$ cat src/sv/ktcd_pkg.sv
`timescale 1ns / 1ps
// ----------------------------------------------------------------------------
// ktcd_pkg
// Shared types, codes and constants of the keyed table with compacting delete.
// ----------------------------------------------------------------------------
package ktcd_pkg;

    // field widths fixed by the request and response formats
    localparam int KEY_W = 32;
    localparam int IDX_W = 6;
    localparam int CNT_W = 7;
    localparam int ACT_W = 3;
    localparam int STS_W = 3;

    // default table size
    localparam int TABLE_DEPTH_DEF = 64;

    // request codes
    typedef enum logic [ACT_W-1:0] {
        ACT_ADD    = 3'd0,
        ACT_DELETE = 3'd1,
        ACT_SEARCH = 3'd2,
        ACT_UPDATE = 3'd3,
        ACT_CLEAR  = 3'd4,
        ACT_LIST   = 3'd5
    } action_t;

    // response status codes
    typedef enum logic [STS_W-1:0] {
        ST_OK      = 3'd0,
        ST_FULL    = 3'd1,
        ST_DUP     = 3'd2,
        ST_EMPTY   = 3'd3,
        ST_MISSING = 3'd4
    } status_t;

    typedef struct packed {
        logic [ACT_W-1:0]  action;
        logic signed [KEY_W-1:0] item_key;
        logic signed [KEY_W-1:0] item_quantity;
    } req_item_t;

    typedef struct packed {
        logic [STS_W-1:0]  status;
        logic signed [KEY_W-1:0] found_key;
        logic signed [KEY_W-1:0] found_quantity;
        logic [IDX_W-1:0]  entry_index;
        logic [CNT_W-1:0]  entry_count;
        logic              last;
    } rsp_item_t;

    // one stored table entry
    typedef struct packed {
        logic [KEY_W-1:0] key;
        logic [KEY_W-1:0] qty;
    } entry_t;

    // controller states
    typedef enum logic [3:0] {
        S_IDLE,
        S_DECODE,
        S_SCAN,
        S_APPEND,
        S_UPDATE,
        S_SHIFT,
        S_EMIT,
        S_LIST_RD,
        S_LIST_EMIT
    } ctl_state_t;

    // write port source
    typedef enum logic [1:0] {
        WR_APPEND,
        WR_UPDATE,
        WR_SHIFT
    } wr_sel_t;

    // response payload source
    typedef enum logic [1:0] {
        SRC_NONE,
        SRC_ENTRY,
        SRC_LIST
    } out_src_t;

    // controller to datapath
    typedef struct packed {
        logic     load_req;
        logic     ptr_clr;
        logic     ptr_inc;
        logic     ptr_load_next;
        logic     rd_en;
        logic     hit_capture;
        logic     ent_from_req;
        logic     ent_qty_from_req;
        logic     wr_en;
        wr_sel_t  wr_sel;
        logic     cnt_inc;
        logic     cnt_dec;
        logic     cnt_clr;
        logic     out_load;
        status_t  out_status;
        out_src_t out_src;
        logic     out_last;
    } ktcd_cmd_t;

    // datapath to controller
    typedef struct packed {
        logic [ACT_W-1:0] action;
        logic             count_zero;
        logic             count_full;
        logic             ptr_at_end;
        logic             ret_valid;
        logic             hit;
        logic             ret_last;
        logic             out_free;
    } ktcd_sts_t;

endpackage

$ cat src/sv/keyed_table_with_compacting_delete_top.sv
`timescale 1ns / 1ps
// ----------------------------------------------------------------------------
// keyed_table_with_compacting_delete_top
// Bounded table of (key, quantity) entries kept packed in insertion order,
// with add, delete with compaction, search, update, clear and list requests.
// ----------------------------------------------------------------------------
//  channel   signals                          transfer when
//  request   req_valid, req_ready, req_item   req_valid && req_ready
//  response  rsp_valid, rsp_ready, rsp_item   rsp_valid && rsp_ready
//
//  One request at a time. A key scan reads one entry per cycle from the
//  entry memory, which has one read and one write port, and compares each
//  returned entry with the request key; an add that misses then appends.
//  A delete moves each later entry down one place. List reads one entry,
//  then emits it, before it reads the next.
//  Reset clears the entry count, scan pointer and valid flags; entry memory
//  needs no clearing pass.
//  A stalled response holds the sequencer in its emit step; a new request
//  is taken as soon as the last response of the previous one is registered.
// ----------------------------------------------------------------------------
module keyed_table_with_compacting_delete_top
    import ktcd_pkg::*;
#(
    parameter int TABLE_DEPTH = TABLE_DEPTH_DEF
)
(
    input  logic      clk,
    input  logic      rst_n,
    input  logic      req_valid,
    output logic      req_ready,
    input  req_item_t req_item,
    output logic      rsp_valid,
    input  logic      rsp_ready,
    output rsp_item_t rsp_item
);

    ktcd_cmd_t cmd;
    ktcd_sts_t sts;

    // sequencer
    ktcd_controller u_ctl (
        .clk       (clk),
        .rst_n     (rst_n),
        .req_valid (req_valid),
        .req_ready (req_ready),
        .sts       (sts),
        .cmd       (cmd)
    );

    // table storage and response register
    ktcd_datapath #(
        .TABLE_DEPTH (TABLE_DEPTH)
    ) u_dp (
        .clk       (clk),
        .rst_n     (rst_n),
        .req_item  (req_item),
        .rsp_ready (rsp_ready),
        .rsp_valid (rsp_valid),
        .rsp_item  (rsp_item),
        .cmd       (cmd),
        .sts       (sts)
    );

endmodule

$ cat src/sv/ktcd_datapath.sv
`timescale 1ns / 1ps
// ----------------------------------------------------------------------------
// ktcd_datapath
// Entry memory, scan pointer, entry count, request holding and response
// register of the keyed table.
// ----------------------------------------------------------------------------
module ktcd_datapath
    import ktcd_pkg::*;
#(
    parameter int TABLE_DEPTH = TABLE_DEPTH_DEF
)
(
    input  logic      clk,
    input  logic      rst_n,
    input  req_item_t req_item,
    input  logic      rsp_ready,
    output logic      rsp_valid,
    output rsp_item_t rsp_item,
    input  ktcd_cmd_t cmd,
    output ktcd_sts_t sts
);

    localparam int AW = $clog2(TABLE_DEPTH);
    localparam int CW = $clog2(TABLE_DEPTH + 1);

    // entry storage
    entry_t mem [TABLE_DEPTH];

    req_item_t req_reg;
    logic [CW-1:0] count_reg;
    logic [CW-1:0] ptr_reg;
    logic          ret_valid_reg;
    logic [AW-1:0] ret_idx_reg;
    entry_t        rdata_reg;
    entry_t        ent_reg;
    logic [AW-1:0] pos_reg;
    logic          out_valid_reg;
    rsp_item_t     out_reg;

    logic [AW-1:0] wr_addr;
    entry_t        wr_data;
    rsp_item_t     out_next;
    logic [CW-1:0] ret_next_idx;

    assign ret_next_idx = CW'(ret_idx_reg) + CW'(1);

    // status toward the controller
    always_comb
    begin
        sts.action     = req_reg.action;
        sts.count_zero = (count_reg == '0);
        sts.count_full = (count_reg >= CW'(TABLE_DEPTH));
        sts.ptr_at_end = (ptr_reg >= count_reg);
        sts.ret_valid  = ret_valid_reg;
        sts.hit        = (rdata_reg.key == req_reg.item_key);
        sts.ret_last   = (ret_next_idx == count_reg);
        sts.out_free   = !out_valid_reg || rsp_ready;
    end

    // write port selection
    always_comb
    begin
        case (cmd.wr_sel)
            WR_APPEND:
            begin
                wr_addr     = count_reg[AW-1:0];
                wr_data.key = req_reg.item_key;
                wr_data.qty = req_reg.item_quantity;
            end
            WR_UPDATE:
            begin
                wr_addr     = pos_reg;
                wr_data.key = ent_reg.key;
                wr_data.qty = req_reg.item_quantity;
            end
            WR_SHIFT:
            begin
                wr_addr = ret_idx_reg - AW'(1);
                wr_data = rdata_reg;
            end
            default:
            begin
                wr_addr = pos_reg;
                wr_data = rdata_reg;
            end
        endcase
    end

    // memory write and registered read
    always_ff @(posedge clk)
    begin
        if (cmd.wr_en)
        begin
            mem[wr_addr] <= wr_data;
        end
        if (cmd.rd_en)
        begin
            rdata_reg <= mem[ptr_reg[AW-1:0]];
        end
    end

    // response payload selection
    always_comb
    begin
        out_next.status      = cmd.out_status;
        out_next.entry_count = CNT_W'(count_reg);
        out_next.last        = cmd.out_last;
        case (cmd.out_src)
            SRC_ENTRY:
            begin
                out_next.found_key      = ent_reg.key;
                out_next.found_quantity = ent_reg.qty;
                out_next.entry_index    = IDX_W'(pos_reg);
            end
            SRC_LIST:
            begin
                out_next.found_key      = rdata_reg.key;
                out_next.found_quantity = rdata_reg.qty;
                out_next.entry_index    = IDX_W'(ret_idx_reg);
            end
            default:
            begin
                out_next.found_key      = '0;
                out_next.found_quantity = '0;
                out_next.entry_index    = '0;
            end
        endcase
    end

    // control registers
    always_ff @(posedge clk or negedge rst_n)
    begin
        if (!rst_n)
        begin
            count_reg     <= '0;
            ptr_reg       <= '0;
            ret_valid_reg <= 1'b0;
            out_valid_reg <= 1'b0;
        end
        else
        begin
            if (cmd.cnt_clr)
            begin
                count_reg <= '0;
            end
            else if (cmd.cnt_inc)
            begin
                count_reg <= count_reg + CW'(1);
            end
            else if (cmd.cnt_dec)
            begin
                count_reg <= count_reg - CW'(1);
            end

            if (cmd.ptr_clr)
            begin
                ptr_reg <= '0;
            end
            else if (cmd.ptr_load_next)
            begin
                ptr_reg <= ret_next_idx;
            end
            else if (cmd.ptr_inc)
            begin
                ptr_reg <= ptr_reg + CW'(1);
            end

            ret_valid_reg <= cmd.rd_en;

            if (cmd.out_load)
            begin
                out_valid_reg <= 1'b1;
            end
            else if (rsp_ready)
            begin
                out_valid_reg <= 1'b0;
            end
        end
    end

    // payload registers
    always_ff @(posedge clk)
    begin
        if (cmd.load_req)
        begin
            req_reg <= req_item;
        end
        if (cmd.rd_en)
        begin
            ret_idx_reg <= ptr_reg[AW-1:0];
        end
        if (cmd.hit_capture)
        begin
            ent_reg <= rdata_reg;
            pos_reg <= ret_idx_reg;
        end
        else if (cmd.ent_from_req)
        begin
            ent_reg.key <= req_reg.item_key;
            ent_reg.qty <= req_reg.item_quantity;
            pos_reg     <= count_reg[AW-1:0];
        end
        else if (cmd.ent_qty_from_req)
        begin
            ent_reg.qty <= req_reg.item_quantity;
        end
        if (cmd.out_load)
        begin
            out_reg <= out_next;
        end
    end

    assign rsp_valid = out_valid_reg;
    assign rsp_item  = out_reg;

endmodule

$ cat src/sv/ktcd_controller.sv
`timescale 1ns / 1ps
// ----------------------------------------------------------------------------
// ktcd_controller
// Request sequencer: decodes a request, runs the key scan, append, update,
// compacting shift and list walk, and schedules each response transfer.
// ----------------------------------------------------------------------------
module ktcd_controller
    import ktcd_pkg::*;
(
    input  logic      clk,
    input  logic      rst_n,
    input  logic      req_valid,
    output logic      req_ready,
    input  ktcd_sts_t sts,
    output ktcd_cmd_t cmd
);

    ctl_state_t state_reg, state_next;
    status_t    emit_status_reg, emit_status_next;
    out_src_t   emit_src_reg, emit_src_next;

    // state and pending response registers
    always_ff @(posedge clk or negedge rst_n)
    begin
        if (!rst_n)
        begin
            state_reg       <= S_IDLE;
            emit_status_reg <= ST_OK;
            emit_src_reg    <= SRC_NONE;
        end
        else
        begin
            state_reg       <= state_next;
            emit_status_reg <= emit_status_next;
            emit_src_reg    <= emit_src_next;
        end
    end

    // next state and commands
    always_comb
    begin
        state_next       = state_reg;
        emit_status_next = emit_status_reg;
        emit_src_next    = emit_src_reg;
        req_ready        = 1'b0;
        cmd              = '0;
        cmd.wr_sel       = WR_APPEND;
        cmd.out_status   = emit_status_reg;
        cmd.out_src      = emit_src_reg;

        case (state_reg)
            S_IDLE:
            begin
                req_ready    = 1'b1;
                cmd.load_req = req_valid;
                if (req_valid)
                begin
                    state_next = S_DECODE;
                end
            end

            S_DECODE:
            begin
                cmd.ptr_clr = 1'b1;
                case (sts.action)
                    ACT_ADD:
                    begin
                        if (sts.count_full)
                        begin
                            emit_status_next = ST_FULL;
                            emit_src_next    = SRC_NONE;
                            state_next       = S_EMIT;
                        end
                        else
                        begin
                            state_next = S_SCAN;
                        end
                    end
                    ACT_DELETE:
                    begin
                        if (sts.count_zero)
                        begin
                            emit_status_next = ST_EMPTY;
                            emit_src_next    = SRC_NONE;
                            state_next       = S_EMIT;
                        end
                        else
                        begin
                            state_next = S_SCAN;
                        end
                    end
                    ACT_SEARCH, ACT_UPDATE:
                    begin
                        state_next = S_SCAN;
                    end
                    ACT_CLEAR:
                    begin
                        cmd.cnt_clr      = 1'b1;
                        emit_status_next = ST_OK;
                        emit_src_next    = SRC_NONE;
                        state_next       = S_EMIT;
                    end
                    ACT_LIST:
                    begin
                        if (sts.count_zero)
                        begin
                            emit_status_next = ST_EMPTY;
                            emit_src_next    = SRC_NONE;
                            state_next       = S_EMIT;
                        end
                        else
                        begin
                            state_next = S_LIST_RD;
                        end
                    end
                    default:
                    begin
                        // unknown request: no response
                        state_next = S_IDLE;
                    end
                endcase
            end

            // one read issued and one entry compared per cycle
            S_SCAN:
            begin
                if (sts.ret_valid && sts.hit)
                begin
                    cmd.hit_capture = 1'b1;
                    case (sts.action)
                        ACT_ADD:
                        begin
                            emit_status_next = ST_DUP;
                            emit_src_next    = SRC_ENTRY;
                            state_next       = S_EMIT;
                        end
                        ACT_DELETE:
                        begin
                            cmd.ptr_load_next = 1'b1;
                            state_next        = S_SHIFT;
                        end
                        ACT_UPDATE:
                        begin
                            state_next = S_UPDATE;
                        end
                        default:
                        begin
                            emit_status_next = ST_OK;
                            emit_src_next    = SRC_ENTRY;
                            state_next       = S_EMIT;
                        end
                    endcase
                end
                else if (!sts.ret_valid && sts.ptr_at_end)
                begin
                    if (sts.action == ACT_ADD)
                    begin
                        state_next = S_APPEND;
                    end
                    else
                    begin
                        emit_status_next = ST_MISSING;
                        emit_src_next    = SRC_NONE;
                        state_next       = S_EMIT;
                    end
                end
                else
                begin
                    cmd.rd_en   = !sts.ptr_at_end;
                    cmd.ptr_inc = !sts.ptr_at_end;
                end
            end

            S_APPEND:
            begin
                cmd.wr_en        = 1'b1;
                cmd.wr_sel       = WR_APPEND;
                cmd.ent_from_req = 1'b1;
                cmd.cnt_inc      = 1'b1;
                emit_status_next = ST_OK;
                emit_src_next    = SRC_ENTRY;
                state_next       = S_EMIT;
            end

            S_UPDATE:
            begin
                cmd.wr_en            = 1'b1;
                cmd.wr_sel           = WR_UPDATE;
                cmd.ent_qty_from_req = 1'b1;
                emit_status_next     = ST_OK;
                emit_src_next        = SRC_ENTRY;
                state_next           = S_EMIT;
            end

            // move each later entry down one place, one per cycle
            S_SHIFT:
            begin
                cmd.wr_sel  = WR_SHIFT;
                cmd.wr_en   = sts.ret_valid;
                cmd.rd_en   = !sts.ptr_at_end;
                cmd.ptr_inc = !sts.ptr_at_end;
                if (!sts.ret_valid && sts.ptr_at_end)
                begin
                    cmd.cnt_dec      = 1'b1;
                    emit_status_next = ST_OK;
                    emit_src_next    = SRC_ENTRY;
                    state_next       = S_EMIT;
                end
            end

            S_EMIT:
            begin
                if (sts.out_free)
                begin
                    cmd.out_load = 1'b1;
                    cmd.out_last = 1'b1;
                    state_next   = S_IDLE;
                end
            end

            S_LIST_RD:
            begin
                cmd.rd_en   = 1'b1;
                cmd.ptr_inc = 1'b1;
                state_next  = S_LIST_EMIT;
            end

            S_LIST_EMIT:
            begin
                cmd.out_status = ST_OK;
                cmd.out_src    = SRC_LIST;
                cmd.out_last   = sts.ret_last;
                if (sts.out_free)
                begin
                    cmd.out_load = 1'b1;
                    state_next   = sts.ret_last ? S_IDLE : S_LIST_RD;
                end
            end

            default:
            begin
                state_next = S_IDLE;
            end
        endcase
    end

endmodule

$ cat config.mk
export PLATFORM = sky130hd
export DESIGN_NAME = keyed_table_with_compacting_delete_top
export DESIGN_NICKNAME = d
export VERILOG_FILES = /design/src/sv/ktcd_pkg.sv /design/src/sv/keyed_table_with_compacting_delete_top.sv /design/src/sv/ktcd_datapath.sv /design/src/sv/ktcd_controller.sv
export SDC_FILE = /design/constraint.sdc
export NUM_CORES = 2
export LEC_CHECK = 0
export BUFFER_PORTS_ARGS = -buffer_cell sky130_fd_sc_hd__buf_2
export CAP_MARGIN = 40
export CORE_MARGIN = 3
export CORE_UTILIZATION = 50
export CTS_CLUSTER_DIAMETER = 30
export DETAILED_ROUTE_END_ITERATION = 12
export PLACE_DENSITY = 0.65
export SETUP_SLACK_MARGIN = 0.4
export SLEW_MARGIN = 10
export SYNTH_ARGS = -nofsm -noshare
export SYNTH_HDL_FRONTEND = slang
export SYNTH_SLANG_ARGS = --single-unit
$ cat constraint.sdc
create_clock -name clk -period 16.4 [get_ports clk]
set_input_delay 0.82 -clock clk [delete_from_list [all_inputs] [get_ports clk]]
set_output_delay 0.82 -clock clk [all_outputs]
set_load 0.01 [all_outputs]
== Word level (Yosys, flattened, before mapping) ==
Memory sizes are Yosys's and may differ from the RTL's. A register that Yosys moved wholly into a read port is not among the register bits.
Cells that the tools add are included.
Operators by class
  equality and inequality tests: 29
  reduce and logical (&&, ||, !) cells: 23
  add/subtract/negate cells: 5
  magnitude comparators: 2
  multiplexer cells: 73
Operators by type and width (count)
  case mux 70 bit (2 select lines): 1
  case mux 64 bit (2 select lines): 1
  two-way mux 32 bit: 3
  two-way mux 64 bit: 1
  two-way mux 7 bit: 6
  == test 32 bit: 1
  case mux 4 bit (8 select lines): 1
  two-way mux 3 bit: 10
  two-way mux 4 bit: 6
  two-way mux 1 bit: 23
  case mux 4 bit (5 select lines): 1
  case mux 3 bit (3 select lines): 2
  == test 4 x 3 -> 1 bit, second input constant: 4
  two-way mux 2 bit: 8
  adder 7 x 1 -> 7 bit, second input constant: 2
  two-way mux 6 bit: 2
  case mux 3 bit (4 select lines): 1
  case mux 6 bit (2 select lines): 1
  OR reduction 2 bit: 5
  inequality test 3 bit, second input constant: 3
  nonzero test 3 bit: 3
  == test 4 x 2 -> 1 bit, second input constant: 2
  case mux 2 bit (4 select lines): 1
  AND reduction 8 bit: 1
  33 further kinds: 43
Storage, ports and cells
  input port bits: 71
  logic and storage cells: 153
  memories kept: 1
  flip-flop bits (word level): 249
  memory bits (writable): 4096
Memory list
  u_dp.mem: words 64, width 64, rd ports 1, clocked after memory_dff 1, wr ports 1, line ktcd_datapath.sv:27  | entry_t mem [TABLE_DEPTH];

== Longest topological paths before layout ==
  depth in word-level cells: 8
  mapped depth: 14
  gate-level depth less buffers: 12

== Hierarchy ==
From an unflattened synthesis, not the netlist that was laid out.
Unflattened totals
  cells, all modules: 7530
  area total of the unflattened synthesis: 168841.9 sq um
Modules (own cells, without submodules)
  ktcd_datapath: area each 167886.0 sq um, seq. area each 132046.6 sq um, cells each 7403, instances 1
  ktcd_controller: area each 955.9 sq um, seq. area each 200.2 sq um, cells each 127, instances 1

== Least setup slack after synthesis ==
Ideal clock, no wire load.
  path type: register -> register
  start: register u_ctl.state_reg[2]
  end: memory u_dp.mem[27][0] (netlist name) (enable)
  setup time: 0.487 ns
  slack: 11.131 ns
  path buffers: 1
  arrival time: 4.782 ns
  stages on the path, launching flop included: 9
  cells stage by stage: dfrtp_1 -> clkbuf_1 -> nor2_1 -> nand3_1 -> inv_1 -> o22ai_1 -> a211oi_1 -> nand3b_1 -> nor2_1
On the way
  longest elaborated chain between the ends: 4
Ends and longest elaborated chain
  start, declared: line ktcd_controller.sv:18  | ctl_state_t state_reg, state_next;
  start signal, assigned: line ktcd_controller.sv:33  | state_reg <= state_next;
  == test 4 x 3 -> 1 bit / == test 4 x 2 -> 1 bit (equally long branches): line ktcd_controller.sv:51  | case (state_reg)
  case mux 3 bit (3 select lines) (*): line ktcd_controller.sv:51
  == test 2 bit (tied with other cells): line ktcd_datapath.sv:63  | case (cmd.wr_sel)
  case mux 6 bit (2 select lines) / two-way mux 1 bit (equally long branches): line ktcd_datapath.sv:63, ktcd_datapath.sv:94
  end, declared: line ktcd_datapath.sv:27
Every way passes the cells marked *; elsewhere a longest branch is shown, timed or not.

== Worst setup path after layout ==
  start: register u_ctl.state_reg[3]
  end: memory u_dp.mem[41][36] (netlist name) (enable)
Same word-level chain as after synthesis.

==> impl.org <==
** Synthesis
- Synthesis instantiated 54 different standard cells from the library.
- The share of synthesized area in the top cell type comes to 0.781.
- Most used DFF post-synth :: sky130_fd_sc_hd__edfxtp_1
- After synthesis, the largest family of logic cells by area is multiplexers.
- Portion of netlist area occupied by mux cells :: 0.182
- Summed over all instances, the cell type with the most area after synthesis is sky130_fd_sc_hd__edfxtp_1.
- Post-synthesis sequential area ratio :: 0.784
- The number of nets handed over by synthesis was 7028.
- After synthesis, the share of flip-flops with an asynchronous set or reset is 0.00544.
- Xor/xnor share of the synthesized area :: 0.00296
- Post-synthesis share of cell area spent on full adders, half adders and majority gates :: 0.00123
- Dividing the synthesized area by the synthesized cell count gives 24.3 sq um.
- Post-synth EDFFs :: 4384
- Top cells by area, synth :: sky130_fd_sc_hd__edfxtp_1 78%, sky130_fd_sc_hd__mux4_2 18%, sky130_fd_sc_hd__clkbuf_1 0.53%, sky130_fd_sc_hd__nand2_1 0.46%, sky130_fd_sc_hd__dfrtp_1 0.36%
- The compound-cell area share of the yosys netlist is 0.00660.
- Share of synthesized cell area in and, or, nand and nor gates :: 0.0118
- After synthesis the netlist holds a flip-flop and latch count of 4408.
- Summing every instance area after synthesis gives 169000 sq um.
- Yosys printed 0 warnings.
- Synthesis produced 6941 cells.

** STA
- Of the available clock period, the critical path in the final layout requires 0.354.
- In the final timing run, aggregate negative setup slack is 0 ps.
- Setup-violating endpoint count in the final report :: 0
- The max-slew violation count is 0.
- The number of hold violations in the final report came to 0.
- Final critical path time including I/O delays and setup :: 5810 ps
- Unrepaired setup endpoints after global routing :: no
- On the final layout, the worst clock skew is 60.1 ps.
- On the final layout, the worst hold slack is 75.8 ps.
- Fmax achieved :: 172 MHz
- For the pin with the worst max-slew slack, the measured transition is 1130 ps.
- Relative slew margins :: 0.244

** Clock network
- The number of clock buffers added by TritonCTS is 704.
- Clock input transition at the sequential cells of the worst setup and hold paths :: 50 ps
- Cts repair resizes :: 0
- Number of sinks handled by clock tree synthesis :: 4408
- Quantity of hold-fixing buffers added after cts :: 65
- CTS placed an instance of sky130_fd_sc_hd__clkbuf_16 at the clock tree root.
- CTS built an H-tree with a depth of 6.
- Counting along the longest clock path gives a buffer depth of 4.
- TritonCTS built the clock tree.
- Buffers added to address setup during post-CTS repair amount to 0.
- The clock reaches the later pin of the worst-skew pair after 1070 ps.

** Pwr
- Of the total power, combinational logic draws 0.238.
- Register share of total power :: 0.379
- Power per standard cell area :: 192 nW/um^2
- Internal cell power :: 27.9 mW
- Leakage Power :: 64.9 nW
- Maximum ir drop on the vdd rail :: 225 uV
- Clock power share :: 0.383
- Of the total power, the share spent switching nets is 0.289.
- The analysis attributes to net switching a power of 11.4 mW.

** Detailed routing
- Total wire length after detailed routing :: 474000 um
- Post-detailed-route DRC marker count :: 0
- Once detail routing completed, the nets flagged for antenna violations numbered 0.
- For this block, the via count after detailed routing is 83400.
- In the routed layout, each cell is associated on average with a via count of 6.45.
- Average routed wire per standard cell :: 36.6 um
- Initial detailed-routing violation count :: 12700
- The pre-antenna-repair detailed-routing pass consisted of 6 iterations.

** Global route
- Antenna violations before repair :: 13
- Peak-usage layer in the global routing report :: met2
- Vias in the first global route :: 84800
- Largest net degree at the start of global routing :: 114
- Gr usage total :: 0.275
- For this run, global-route usage on met1 was measured as 0.375.
- Met3 routing resource usage after global routing :: 0.0535
- For met2 alone, demand over resource in global routing was 0.436.
- Overflow left after global routing :: 0
- Global-route wire length before repair :: 664000 um

** Worst setup path
- Critical path required time :: 17070 ps
- Most frequent cell on the critical path :: sky130_fd_sc_hd__buf_4
- WS Path Type :: flop to flop
- The largest single stage delay on the critical path is 760 ps.
- Flop2flop setup slack :: 10590 ps
- Kind of cell adding the most delay to the critical path :: simple AND/OR/NAND/NOR gates
- The signal on the critical path passes through nand2b_1 > nor2_4 > buf_4 > nand2_2 > o21ai_0 > nor2b_1 > nand2_1 > nor2_4 > buf_4 > buf_4.
- The worst setup path is launched from a flop.
- In this run the worst path has a maximum fanout of 36.
- At the worst endpoint, the arrival time is 6480 ps.
- The worst setup path is captured at a flop.
- The slowest stage of the critical path is the sky130_fd_sc_hd__nor2_4 cell.
- CP Buf/Inv Count :: 3

** Status
- The flow ran to the end, and the final reports show no timing, DRC or antenna violations.

** Finish
- Ranked by flip-flop count, first place goes to u_dp.mem.
- Layout cells sized above 1 :: 0.375
- Final Util :: 0.610
- Number of inserted filler cells in the final layout :: 22000
- Synthesis-to-finish area growth :: 21.1%
- Leaving out fill and tap cells, the most frequent cells in the layout are 4384 x sky130_fd_sc_hd__edfxtp_1, 1344 x sky130_fd_sc_hd__mux4_2, 708 x sky130_fd_sc_hd__clkbuf_16.
- Max FFs per register :: 4096
- Total number of nets in the final design :: 7929
- Leaving out fill and tap cells, the most frequent cell in the layout is sky130_fd_sc_hd__edfxtp_1.

** Worst hold path
- The tightest min-delay check is of the primary input to flop type.

** Floorplanning
- In this run the horizontal extent of the chip is 587 um.
- Die Y :: 587 um
- 154 I/O pins were placed.
- Row generation in the floorplan step produced 212 rows.
- For this configuration, the core starts out at a cell density of 0.504.
- Core box area :: 334000 sq um
- The die covers 344000 sq um.

** Place
- Port buffering added 153 buffers.
- At the end of routability-driven placement, the weighted congestion stood at 0.869.
- Detailed placement ended at an HPWL of 263000 um.

** Run
- Across the run, the number of max-cap violations was 0.
## final cells by class
cell class / instances / area, sq um / share of cell area
Inverter: 49 / 184 / 0.000901
Clock buffer: 782 / 18000 / 0.0881
Clock inverter: 524 / 6440 / 0.0316
Sequential cell: 4408 / 132000 / 0.648
Tap cell: 4494 / 5620 / 0.0275
Timing Repair Buffer: 588 / 6070 / 0.0297
Antenna cell: 8 / 20.0 / 0.0000981
Multi-Input combinational cell: 2091 / 35600 / 0.174
## path summary, 6_finish.rpt
check	from	to	cells after the start
setup reg to reg	u_ctl.state_reg[3]	u_dp.mem[41][36]	10
setup / recovery	u_ctl.state_reg[3]	u_dp.mem[41][36]	10
min in group asynchronous	rst_n	u_ctl.emit_status_reg[0]	2
hold reg to reg	u_ctl.emit_status_reg[0]	u_ctl.emit_status_reg[0]	1
hold / removal	req_item[66]	u_dp.sts[9]	1
max in group asynchronous	rst_n	u_dp.ptr_reg[1]	2
## cell families (layout without fill, tap and decap cells)
group | after synthesis | count (layout)
adders and majority gates | 16 | 16
muxes | 1385 | 1385
DFF | 4408 | 4408
AOI/OAI and AO/OA | 185 | 185
buffers and inverters | 442 | 1943
other | 0 | 8
xor gates and xnor gates | 57 | 57
and+or+nand+nor | 448 | 448
## layer usage
metal | vias up | part of all wire
met5 | - | 0.000059
met4 | 4 | 0.050
met3 | 977 | 0.10
met2 | 5307 | 0.49
met1 | 45100 | 0.36
li1 | 32000 | -
## cell usage after synthesis, drive strengths merged (9+ instances only)
library cell / instances
nor3: 11
edfxtp: 4384
clkbuf: 237
ha: 15
nand3: 85
nor4: 9
dfrtp: 24
o21ai: 52
a31oi: 39
nand4: 10
nor2: 87
nand2: 206
xor2: 31
mux2: 39
buf: 156
mux4: 1344
inv: 49
o22ai: 39
xnor2: 26
a21oi: 25
## power groups by stage
stage / combinational, mW / sequential, mW / clock [mW]
6_report: 9.37 / 14.9 / 15.0
5_1_grt: 9.85 / 14.9 / 15.7
4_1_cts: 9.41 / 14.9 / 15.2
3_5_place_dp: 9.34 / 15.1 / 0
3_3_place_gp: 8.87 / 15.1 / 0
2_1_floorplan: 6.11 / 14.9 / 0
## metrics by stage
| step | power [mW] | setup WS, ps | cells | cell area [sq um] |
|---|---|---|---|---|
| final | 39.3 | 10590 | 12900 | 204000 |
| after global routing | 40.5 | 10380 | 12900 | 204000 |
| after CTS | 39.4 | 10390 | 12900 | 204000 |
| after detailed placement | 24.4 | 10450 | 11600 | 179000 |
| after global placement | 24.0 | 9860 | 11500 | 176000 |
| after floorplan | 21.0 | 11130 | 6941 | 169000 |
(Power assumes the default switching activity.)
